[src/hdl/compacting_list_append_remove_defines.svh]
// Assertion macros for the compacting list store.
`ifndef COMPACTING_LIST_APPEND_REMOVE_DEFINES_SVH
`define COMPACTING_LIST_APPEND_REMOVE_DEFINES_SVH

`ifndef SYNTHESIS
// Consequent holds in the same cycle as the antecedent
`define CLAR_ASSERT_SAME(lbl, ante, cons) \
  lbl: assert property (@(posedge clk) disable iff (!rst_n) (ante) |-> (cons)) \
    else $error("compacting list assertion failed");
// Consequent holds in the cycle after the antecedent
`define CLAR_ASSERT_NEXT(lbl, ante, cons) \
  lbl: assert property (@(posedge clk) disable iff (!rst_n) (ante) |=> (cons)) \
    else $error("compacting list assertion failed");
`else
`define CLAR_ASSERT_SAME(lbl, ante, cons)
`define CLAR_ASSERT_NEXT(lbl, ante, cons)
`endif

`endif

[src/hdl/clar_pkg.sv]
package clar_pkg;

  // Store geometry
  localparam int DEPTH = 16;
  localparam int WIDTH = 32;
  localparam int IDX_W = (DEPTH > 1) ? $clog2(DEPTH) : 1;
  localparam int CNT_W = $clog2(DEPTH + 1);

  typedef logic [WIDTH-1:0] word_t;
  typedef logic [IDX_W-1:0] idx_t;
  typedef logic [CNT_W-1:0] cnt_t;

  // Operation codes
  localparam logic [1:0] OP_APPEND = 2'd0;
  localparam logic [1:0] OP_REMOVE = 2'd1;
  localparam logic [1:0] OP_DUMP   = 2'd2;

  // Result status codes
  localparam logic [2:0] ST_APPENDED = 3'd0;
  localparam logic [2:0] ST_REMOVED  = 3'd1;
  localparam logic [2:0] ST_NOTFOUND = 3'd2;
  localparam logic [2:0] ST_FULL     = 3'd3;
  localparam logic [2:0] ST_ELEMENT  = 3'd4;
  localparam logic [2:0] ST_EMPTY    = 3'd5;

  typedef struct packed {
    logic [1:0]         op;
    logic signed [31:0] item_value;
  } in_item_t;

  typedef struct packed {
    logic [2:0]         status;
    logic signed [31:0] element;
    logic [3:0]         position;
    logic [4:0]         fill;
    logic               last;
  } out_result_t;

  // Store port request from the sequencer
  typedef struct packed {
    logic  wr_en;
    idx_t  wr_addr;
    word_t wr_data;
    idx_t  rd_addr;
  } mem_req_t;

  // Item value to stored word (low WIDTH bits)
  function automatic word_t to_word(logic [31:0] v);
    logic [63:0] t;
    t = {32'd0, v};
    return t[WIDTH-1:0];
  endfunction

  // Stored word to element field
  function automatic logic [31:0] from_word(word_t w);
    logic [63:0] t;
    t = 64'(w);
    return t[31:0];
  endfunction

  function automatic logic [3:0] pos_of(idx_t i);
    logic [63:0] t;
    t = 64'(i);
    return t[3:0];
  endfunction

  function automatic logic [4:0] fill_of(cnt_t c);
    logic [63:0] t;
    t = 64'(c);
    return t[4:0];
  endfunction

endpackage

[src/hdl/clar_store.sv]
// Element store: one write port, one registered read port
module clar_store (
  input  logic              clk,
  input  clar_pkg::mem_req_t req,
  output clar_pkg::word_t   rd_data
);

  clar_pkg::word_t mem [clar_pkg::DEPTH];

  // Write transfer
  always_ff @(posedge clk) begin
    if (req.wr_en) begin
      mem[req.wr_addr] <= req.wr_data;
    end
  end

  // Registered read, issued every cycle
  always_ff @(posedge clk) begin
    rd_data <= mem[req.rd_addr];
  end

endmodule

[src/hdl/clar_ctrl.sv]
// Sequencer: walks the store one entry a cycle through a single comparator
module clar_ctrl (
  input  logic                  clk,
  input  logic                  rst_n,
  input  logic                  start,
  input  clar_pkg::in_item_t    in_item,
  input  clar_pkg::word_t       rd_data,
  output clar_pkg::mem_req_t    req,
  output logic                  busy,
  output logic                  res_valid,
  output clar_pkg::out_result_t res,
  output clar_pkg::cnt_t        fill_cnt
);

  localparam logic [1:0] S_IDLE  = 2'd0;
  localparam logic [1:0] S_SRCH  = 2'd1;
  localparam logic [1:0] S_SHIFT = 2'd2;
  localparam logic [1:0] S_DUMP  = 2'd3;

  localparam clar_pkg::cnt_t CNT_FULL = clar_pkg::CNT_W'(clar_pkg::DEPTH);
  localparam clar_pkg::cnt_t CNT_ONE  = clar_pkg::CNT_W'(1);
  localparam clar_pkg::idx_t IDX_ONE  = clar_pkg::IDX_W'(1);

  logic [1:0]      state_r, state_nxt;
  clar_pkg::cnt_t  count_r, count_nxt;
  clar_pkg::idx_t  idx_r, idx_nxt;
  clar_pkg::idx_t  at_r, at_nxt;
  clar_pkg::word_t key_r, key_nxt;
  logic [31:0]     val_r, val_nxt;

  logic            more;
  logic            hit;
  clar_pkg::idx_t  idx_step;

  // Shared compare unit and walk bookkeeping
  assign hit      = (rd_data == key_r);
  assign more     = (clar_pkg::CNT_W'(idx_r) + CNT_ONE) < count_r;
  assign idx_step = idx_r + IDX_ONE;

  // Next state, store requests and results
  always_comb begin
    state_nxt   = state_r;
    count_nxt   = count_r;
    idx_nxt     = '0;
    at_nxt      = at_r;
    key_nxt     = key_r;
    val_nxt     = val_r;
    req.wr_en   = 1'b0;
    req.wr_addr = '0;
    req.wr_data = '0;
    res_valid   = 1'b0;
    res         = '0;
    res.last    = 1'b1;
    res.element = val_r;
    res.fill    = clar_pkg::fill_of(count_r);

    case (state_r)
      S_IDLE: begin
        res.element = in_item.item_value;
        if (start) begin
          case (in_item.op)
            clar_pkg::OP_APPEND: begin
              res_valid = 1'b1;
              if (count_r == CNT_FULL) begin
                res.status = clar_pkg::ST_FULL;
              end else begin
                req.wr_en    = 1'b1;
                req.wr_addr  = count_r[clar_pkg::IDX_W-1:0];
                req.wr_data  = clar_pkg::to_word(in_item.item_value);
                count_nxt    = count_r + CNT_ONE;
                res.status   = clar_pkg::ST_APPENDED;
                res.position = clar_pkg::pos_of(count_r[clar_pkg::IDX_W-1:0]);
                res.fill     = clar_pkg::fill_of(count_r + CNT_ONE);
              end
            end
            clar_pkg::OP_REMOVE: begin
              key_nxt = clar_pkg::to_word(in_item.item_value);
              val_nxt = in_item.item_value;
              if (count_r == '0) begin
                res_valid  = 1'b1;
                res.status = clar_pkg::ST_NOTFOUND;
              end else begin
                state_nxt = S_SRCH;
              end
            end
            clar_pkg::OP_DUMP: begin
              val_nxt = in_item.item_value;
              if (count_r == '0) begin
                res_valid  = 1'b1;
                res.status = clar_pkg::ST_EMPTY;
              end else begin
                state_nxt = S_DUMP;
              end
            end
            default: ;
          endcase
        end
      end

      // Compare entry idx_r against the key
      S_SRCH: begin
        if (hit) begin
          at_nxt = idx_r;
          if (more) begin
            state_nxt = S_SHIFT;
            idx_nxt   = idx_step;
          end else begin
            state_nxt    = S_IDLE;
            count_nxt    = count_r - CNT_ONE;
            res_valid    = 1'b1;
            res.status   = clar_pkg::ST_REMOVED;
            res.position = clar_pkg::pos_of(idx_r);
            res.fill     = clar_pkg::fill_of(count_r - CNT_ONE);
          end
        end else if (more) begin
          idx_nxt = idx_step;
        end else begin
          state_nxt  = S_IDLE;
          res_valid  = 1'b1;
          res.status = clar_pkg::ST_NOTFOUND;
        end
      end

      // Move entry idx_r down by one place
      S_SHIFT: begin
        req.wr_en   = 1'b1;
        req.wr_addr = idx_r - IDX_ONE;
        req.wr_data = rd_data;
        if (more) begin
          idx_nxt = idx_step;
        end else begin
          state_nxt    = S_IDLE;
          count_nxt    = count_r - CNT_ONE;
          res_valid    = 1'b1;
          res.status   = clar_pkg::ST_REMOVED;
          res.position = clar_pkg::pos_of(at_r);
          res.fill     = clar_pkg::fill_of(count_r - CNT_ONE);
        end
      end

      // One element per cycle
      S_DUMP: begin
        res_valid    = 1'b1;
        res.status   = clar_pkg::ST_ELEMENT;
        res.element  = clar_pkg::from_word(rd_data);
        res.position = clar_pkg::pos_of(idx_r);
        res.last     = !more;
        if (more) begin
          idx_nxt = idx_step;
        end else begin
          state_nxt = S_IDLE;
        end
      end

      default: state_nxt = S_IDLE;
    endcase

    // Read address follows the next walk index
    req.rd_addr = idx_nxt;
  end

  assign busy     = (state_r != S_IDLE);
  assign fill_cnt = count_r;

  // Control state
  always_ff @(posedge clk) begin
    if (!rst_n) begin
      state_r <= S_IDLE;
      count_r <= '0;
      idx_r   <= '0;
    end else begin
      state_r <= state_nxt;
      count_r <= count_nxt;
      idx_r   <= idx_nxt;
    end
  end

  // Item payload
  always_ff @(posedge clk) begin
    at_r  <= at_nxt;
    key_r <= key_nxt;
    val_r <= val_nxt;
  end

endmodule

[src/hdl/compacting_list_append_remove.sv]
// Append: result registered and shown in the cycle after the transfer; busy stays low.
// Remove: searches from entry 0 to the match, then moves each later entry down; result registered.
// Dump: through the dump state and result register, one element per cycle on a single read port.
// Results cannot be stalled; each shows for one cycle with out_valid.
// Synchronous active-low reset empties the list; entry contents are kept.
`include "compacting_list_append_remove_defines.svh"

module compacting_list_append_remove (
  input  logic                  clk,
  input  logic                  rst_n,
  input  logic                  start,
  output logic                  busy,
  input  clar_pkg::in_item_t    in_item,
  output logic                  out_valid,
  output clar_pkg::out_result_t out_result
);

  clar_pkg::mem_req_t    req;
  clar_pkg::word_t       rd_data;
  logic                  res_valid;
  clar_pkg::out_result_t res;
  clar_pkg::cnt_t        fill_cnt;

  logic                  out_valid_r;
  clar_pkg::out_result_t out_result_r;

  clar_store u_store (
    .clk     (clk),
    .req     (req),
    .rd_data (rd_data)
  );

  clar_ctrl u_ctrl (
    .clk       (clk),
    .rst_n     (rst_n),
    .start     (start),
    .in_item   (in_item),
    .rd_data   (rd_data),
    .req       (req),
    .busy      (busy),
    .res_valid (res_valid),
    .res       (res),
    .fill_cnt  (fill_cnt)
  );

  // Result register
  always_ff @(posedge clk) begin
    if (!rst_n) begin
      out_valid_r <= 1'b0;
    end else begin
      out_valid_r <= res_valid;
    end
  end

  always_ff @(posedge clk) begin
    out_result_r <= res;
  end

  assign out_valid  = out_valid_r;
  assign out_result = out_result_r;

  // Checks
  `CLAR_ASSERT_SAME(a_fill_range, 1'b1, fill_cnt <= clar_pkg::CNT_W'(clar_pkg::DEPTH))
  `CLAR_ASSERT_NEXT(a_dump_cont, out_valid && !out_result.last, out_valid)
  `CLAR_ASSERT_SAME(a_res_cause, out_valid, $past(busy) || $past(start))

endmodule
[config.mk]
export PLATFORM = sky130hd
export DESIGN_NAME = compacting_list_append_remove
export DESIGN_NICKNAME = d
export VERILOG_FILES = /design/src/hdl/clar_pkg.sv /design/src/hdl/clar_store.sv /design/src/hdl/clar_ctrl.sv /design/src/hdl/compacting_list_append_remove.sv
export VERILOG_INCLUDE_DIRS = /design/src /design/src/hdl
export SDC_FILE = /design/constraint.sdc
export NUM_CORES = 1
export LEC_CHECK = 0
export BUFFER_PORTS_ARGS = -buffer_cell sky130_fd_sc_hd__buf_2
export CAP_MARGIN = 20
export CORE_MARGIN = 2
export CORE_UTILIZATION = 48
export CTS_CLUSTER_DIAMETER = 30
export DETAILED_ROUTE_END_ITERATION = 10
export PLACE_DENSITY = 0.67
export SYNTH_ARGS = -nofsm -noshare
export SYNTH_HDL_FRONTEND = slang
export SYNTH_SLANG_ARGS = --single-unit
export TNS_END_PERCENT = 20
[constraint.sdc]
create_clock -name clk -period 6.15 [get_ports clk]
set_input_delay 0.615 -clock clk [delete_from_list [all_inputs] [get_ports clk]]
set_output_delay 0.615 -clock clk [all_outputs]
set_load 0.05 [all_outputs]
==> flow_summary.ini, run 1 <==
[synth]
synth_top_area_cell = edfxtp_1
netlist_area_mm2 = 0.0269
postSynthAreaPerCell_um2 = 13.4
synth_seq_area_share = 0.713
synth_flop_cell = edfxtp_1
ys_ff_latch = 669
synthArstFlopShare = 0
ys_types = 59
synth_edf_count = 580
yosysTopAreaCellShare = 0.647
synth_warnings = 0
synthTopCellsByArea = edfxtp_1, dfxtp_1, nand3_1
syn_nets = 2061
syn_inst = 2007

[setup_path]
critical-path-slowest-cell = buf_4
end_kind = flop
critPathArrivalTime_ns = 5.06
required_ns = 6.74
crit_type = reg2reg
path_max_fanout = 66
path_cells = ha_1 > xnor2_1 > inv_1 > ha_1 > and4_1 > nor3_2 > buf_4 > buf_4 > nand3_1 > a31oi_1 > a22oi_1 > nand3_1
cp_slowest_stage_delay_ns = 0.73
critPathLaunchType = flop

[floorplan]
boundaryPins = 84
dieArea_mm2 = 0.0580
fp.dieH_um = 241
start_util = 0.487
std_cell_rows = 86
die_w_um = 241
core_mm2 = 0.0553

[grt]
antenna_found_initial = 1
grtUsageTotal = 0.253
grt_max_degree = 107
grt_pass1_wl_um = 110000
grt_overflow_total = 0
grt_pass1_vias = 17500

[job]
max_cap_violations = 0

[sta]
fmaxAchievable_ghz = 0.224
timing.hold.ws_ns = 0.182
setup_viol = 0
fin_crit_ns = 4.47
rsz0062_at_grt = no
finalMaxSlewViolations = 0
timing.slew.headroom = 0.257
worst_pin_slew_ns = 1.11
finClkSkew_ns = 0.0192
fin_setup_tns_ns = 0
layout_worst_path_cycle_share = 0.727
hold_viol = 0

[cts]
clockRootBuffer = clkbuf_16
clk_path_buf_depth = 3
clk_latency_ns = 0.66
cts.clk_slew.worst_paths_ns = 0.06
ctsHtreeMaxLevel = 3
cts_tree = built
numClockSinks = 669
cts_resized = 0
cts-buffers-inserted = 117
post_cts_buffers = 0
ctsHoldBuffers = 0

[pwr]
peakVddDrop_v = 0.000298
p_leak_nw = 11.0
p_total_w = 0.0154
powerDensity_mw_per_mm2 = 477

[placement]
placed_cells = 2715
place_congestion = 0.874
io_buffers = 83
dpl.hpwl_um = 40800

[route]
drt_first_pass_iters = 6
vias_per_cell = 6.21
drc_errors = 0
drt-wirelength-per-cell_um = 24.8
ant_nets = 0
wirelength_um = 73000
drtIter0Drc = 2237
via_count = 18200

[cells_and_area]
drive_above_1_share = 0.167
final_cells = 2940
nets = 2140
synthToLayoutAreaGrowth_pct = 19.9

[status]
outcome = finished clean

[min_path]
hold_class = in2reg
## cell type report
class | count | area (µm²)
Clock buffer | 142 | 3180
Fill cell | 4264 | 23000
Multi-Input combinational cell | 1153 | 7180
Sequential cell | 669 | 19200
Timing Repair Buffer | 124 | 793
Inverter | 21 | 78.8
Tap cell | 748 | 936
Clock inverter | 82 | 940
Antenna cell | 1 | 2.50
## flip-flops by register name, indices dropped and copies added (netlist names)
signal,cells
u_ctrl.val_r,32
u_ctrl.at_r,4
u_ctrl.idx_r,4
u_ctrl.fill_cnt,5
u_ctrl.state_r,2
u_store.rd_data,32
u_store.mem,512
out_result,45
out_valid,1
u_ctrl.key_r,32
## final timing paths
| kind | start | end | slack [ns] | cells past startpoint |
|---|---|---|---|---|
| worst min-delay path | in_item[6] | u_ctrl.key_r[6]$_DFFE_PP_ | 0.18 | 1 |
| worst max-delay path | u_ctrl.idx_r[0]$_SDFF_PN0_ | u_store.rd_data[24]$_DFF_P_ | 1.68 | 12 |
| worst max register to register | u_ctrl.idx_r[0]$_SDFF_PN0_ | u_store.rd_data[24]$_DFF_P_ | 1.68 | 12 |
| worst min register to register | u_ctrl.val_r[24]$_DFFE_PP_ | out_result[34]$_DFF_P_ | 0.44 | 2 |
## cell usage after synthesis, types with 2 or more instances
master and number:
a2111oi_4 2, a211o_1 8, a211oi_1 65, a21oi_1 12, a22o_1 19, a22oi_1 61, a311o_1 64, a31oi_1 67
a32o_1 16, a32oi_1 5, and3_1 76, buf_1 9, buf_2 30, buf_4 5, clkbuf_1 119, dfxtp_1 89
edfxtp_1 580, ha_1 17, inv_1 21, mux2_2 2, mux2i_1 4, nand2_1 202, nand2b_1 2, nand3_1 229
nand4_1 5, nor2_1 29, nor2_2 2, nor2b_1 2, nor3_1 10, nor3b_1 2, nor4_1 8, o21a_1 4
o21ai_0 173, o21ai_1 2, o22ai_1 2, o311ai_0 2, o31ai_1 3, or3_1 2, xnor2_1 3, xor2_1 35
## stage by stage
| stage | instance area (µm²) | utilization | worst slack, ns |
|---|---|---|---|
| after floorplan | 26900 | - | 2.51 |
| after global placement | 28100 | 0.509 | 1.96 |
| after detailed placement | 28200 | 0.510 | 1.82 |
| after CTS | 32300 | 0.584 | 1.78 |
| after global routing | 32300 | 0.584 | 1.47 |
| final | 32300 | 0.584 | 1.68 |
## power by group
part           total (W)  internal, W  switching (W)
Clock            0.00656      0.00429        0.00227
Combinational    0.00285     0.000676        0.00218
Sequential       0.00599      0.00566       0.000334
## critical path, delay by kind of cell, from the launching register on
kind	cells	cell delay, ns
AND/OR/NAND/NOR	4	0.78
AO/OA/AOI/OAI	2	0.37
buffers and inverters	3	1.58
adder cells (fa/ha/maj)	2	0.63
XOR/XNOR	1	0.47
flip-flops	1	0.41
## routing by layer
metal,global-route usage,vias to the layer above,wire [µm]
met5,0,-,0
met4,0.0954,0,1870
met3,0.0472,115,7120
met2,0.401,977,34600
met1,0.348,9109,29400
li1,-,8048,-
## cell usage in the layout, fill, tap and decap left out, types with 65 or more instances in the layout
cell / n
edfxtp_1: 580
nand3_1: 227
nand2_1: 201
o21ai_0: 173
clkbuf_16: 121
dfxtp_1: 89
buf_2: 83
and3_1: 76
a31oi_1: 67
a211oi_1: 65
## logic make-up after synthesis
| logic type | synth area share |
|---|---|
| adders and majority gates | 0.00790 |
| buffers and inverters | 0.0281 |
| xor gates and xnor gates | 0.0124 |
| DFF | 0.713 |
| muxes | 0.00232 |
| and+or+nand+nor | 0.102 |
| AOI/OAI and AO/OA | 0.134 |
Note: power is estimated with default switching activity, not from simulation.
==> run 2: changes to the inputs <==
--- a/config.mk
+++ b/config.mk
@@ -6,6 +6,7 @@
 export SDC_FILE = /design/constraint.sdc
 export NUM_CORES = 1
 export LEC_CHECK = 0
+export ABC_AREA = 1
 export BUFFER_PORTS_ARGS = -buffer_cell sky130_fd_sc_hd__buf_2
 export CAP_MARGIN = 20
 export CORE_MARGIN = 2
==> constraint.sdc (replaced) <==
create_clock -name clk -period 4.5 [get_ports clk]
set_input_delay 0.45 -clock clk [delete_from_list [all_inputs] [get_ports clk]]
set_output_delay 0.45 -clock clk [all_outputs]
set_load 0.05 [all_outputs]
==> run 2 against run 1 <==
Against the previous run: final area is 5.8% higher; first-iteration DRC count is 1.5% higher; largest cell class unchanged; critical path depth is 1 higher; maximum frequency is 24% higher; sequential cell count stayed put; sequential power is 47% higher; sequential share of layout area is 3.3 points lower; critical endpoint is now u_store.rd_data[23]$_DFF_P_; largest power group is now sequential cells; clock power is 31% higher; non-clock buffer count is 49 higher; wire length is 3.1% higher.
==> flow_summary.ini, run 2 <==
[floorplan]
std_cell_rows = 89
fp.dieH_um = 247
start_util = 0.484
core_mm2 = 0.0588
die_w_um = 247
dieArea_mm2 = 0.0612
boundaryPins = 84

[sta]
fin_setup_tns_ns = 0
rsz0062_at_grt = no
hold_viol = 0
timing.slew.headroom = 0.281
worst_pin_slew_ns = 1.08
fmaxAchievable_ghz = 0.277
layout_worst_path_cycle_share = 0.803
fin_crit_ns = 3.61
setup_viol = 0
finalMaxSlewViolations = 0
finClkSkew_ns = 0.0527

[cts]
ctsHoldBuffers = 20
clk_path_buf_depth = 3
cts.clk_slew.worst_paths_ns = 0.05
clk_latency_ns = 0.67
clockRootBuffer = clkbuf_16
cts_tree = built
cts-buffers-inserted = 112
cts_resized = 0
numClockSinks = 669
ctsHtreeMaxLevel = 3
post_cts_buffers = 0

[setup_path]
end_kind = flop
crit_buf_inv = 2
cp_slowest_stage_delay_ns = 0.79
path_cells = ha_1 > xor2_1 > ha_1 > nand2_1 > inv_1 > o21ai_2 > and2_4 > buf_4 > nand4_1 > nand3_1 > nand3_1 > nand3_1 > nand2_1
required_ns = 5.04
critical-path-top-delay-family = simple AND/OR/NAND/NOR gates
critPathArrivalTime_ns = 4.16
critPathLaunchType = flop
critPathMostFrequentCell = nand3_1
crit_type = reg2reg
path_max_fanout = 76
critical-path-slowest-cell = buf_4

[synth]
synth_top_area_cell = edfxtp_1
yosysTopAreaCellShare = 0.612
synth_edf_count = 580
postSynthAreaPerCell_um2 = 10.6
netlist_area_mm2 = 0.0285
synth_warnings = 0
syn_nets = 2740
syn_inst = 2686
ys_types = 35
synth_seq_area_share = 0.675
synth_flop_cell = edfxtp_1
synthArstFlopShare = 0
ys_ff_latch = 669
synthTopCellsByArea = edfxtp_1, nand2_1, dfxtp_1
synthTopCellsByCount = nand2_1, edfxtp_1, inv_1
yosysMostFrequentCell = nand2_1

[cells_and_area]
diodes = 0
fillers = 4684
layout_common_cells = nand2_1, edfxtp_1, inv_1
final_common_cell = nand2_1
multi_input_area_mm2 = 0.00714
drive_above_1_share = 0.133
largest_reg_flops = 512
fin_area_mm2 = 0.0342
synthToLayoutAreaGrowth_pct = 20.2
regMostFlops = u_store.mem
regArea_mm2 = 0.0192
nets = 2875

[route]
drtIter0Drc = 2271
vias_per_cell = 5.52
drt_first_pass_iters = 6
ant_nets = 0
drt-wirelength-per-cell_um = 20.4
drc_errors = 0
wirelength_um = 75300
via_count = 20400

[pwr]
peakVddDrop_v = 0.000615
powerDensity_mw_per_mm2 = 730
p_leak_nw = 14.2

[placement]
io_buffers = 83
place_congestion = 0.900
place_area_mm2 = 0.0301
dpl.hpwl_um = 42900

[job]
max_cap_violations = 0

[grt]
grtUsageTotal = 0.246
antenna_found_initial = 3
grt_max_degree = 130
grt_pass1_vias = 19500
grt_pass1_wl_um = 114000
grt_overflow_total = 0

[min_path]
hold_class = in2reg

[status]
outcome = finished clean
[run 2: changes by cell type after synthesis, sizes merged, moves of 64 or more]
cell	change
a211oi	-66
nand3	+82
and3	-76
nand4	+99
nand2	+401
a31oi	-64
a311o	-64
inv	+399
[run 2: cell families after synthesis]
logic type               after synthesis  synth area share
AO/OA/AOI/OAI                        291            0.0568
XOR/XNOR                              32           0.00985
adder cells (fa/ha/maj)               17           0.00748
buffers and inverters                574            0.0806
flip-flops                           669             0.675
multiplexers                           1          0.000352
AND/OR/NAND/NOR                     1102             0.170
[run 2: power by group]
group          total, W  switching, W  internal (W)
logic           0.00755       0.00554       0.00201
registers       0.00879      0.000517       0.00828
clock network   0.00862       0.00313       0.00549
total            0.0250       0.00919        0.0158
[run 2: per-stage QoR]
| stage | util | total power [W] | hold WS [ns] | cells | setup WS (ns) |
|---|---|---|---|---|---|
| global route | 0.582 | 0.0261 | 0.0149 | 3692 | 0.667 |
| CTS | 0.581 | 0.0250 | 0.000511 | 3691 | 0.926 |
| finish | 0.582 | 0.0250 | 0.0273 | 3692 | 0.887 |
| global placement | 0.511 | 0.0162 | 0.476 | 3459 | 1.02 |
| detailed placement | 0.511 | 0.0163 | 0.475 | 3459 | 0.945 |
| floorplan | - | 0.0138 | 0.406 | 2686 | 1.18 |
[run 2: per-layer routing]
layer / GRT usage / routed length, µm / vias to the layer above
met2: 0.391 / 34800 / 1094
met4: 0.0965 / 2560 / 0
li1: - / - / 9410
met5: 0 / 0 / -
met3: 0.0362 / 7150 / 185
met1: 0.343 / 30800 / 9678
[run 2: area by class of cell]
class | count | share of cell area
Sequential cell | 669 | 0.561
Tap cell | 773 | 0.0283
Clock buffer | 132 | 0.0877
Inverter | 422 | 0.0465
Timing Repair Buffer | 173 | 0.0405
Clock inverter | 80 | 0.0269
Multi-Input combinational cell | 1443 | 0.209
[run 2: worst paths after layout]
kind / slack (ns) / startpoint / depth (start not counted) / end
setup / recovery: 0.89 / u_ctrl.idx_r[0]$_SDFF_PN0_ / 13 / u_store.rd_data[23]$_DFF_P_
hold / removal: 0.03 / in_item[3] / 1 / u_ctrl.val_r[3]$_DFFE_PP_
setup reg to reg: 0.89 / u_ctrl.idx_r[0]$_SDFF_PN0_ / 13 / u_store.rd_data[23]$_DFF_P_
hold reg to reg: 0.49 / u_store.rd_data[0]$_DFF_P_ / 2 / out_result[10]$_DFF_P_
[run 2: worst register-to-register path: stages (launching register included)]
cell and delay (ns):
dfxtp_1 0.49, ha_1 0.24, xor2_1 0.23, ha_1 0.31
nand2_1 0.08, inv_1 0.05, o21ai_2 0.17, and2_4 0.39
buf_4 0.80, nand4_1 0.28, nand3_1 0.18, nand3_1 0.11
nand3_1 0.14, nand2_1 0.07
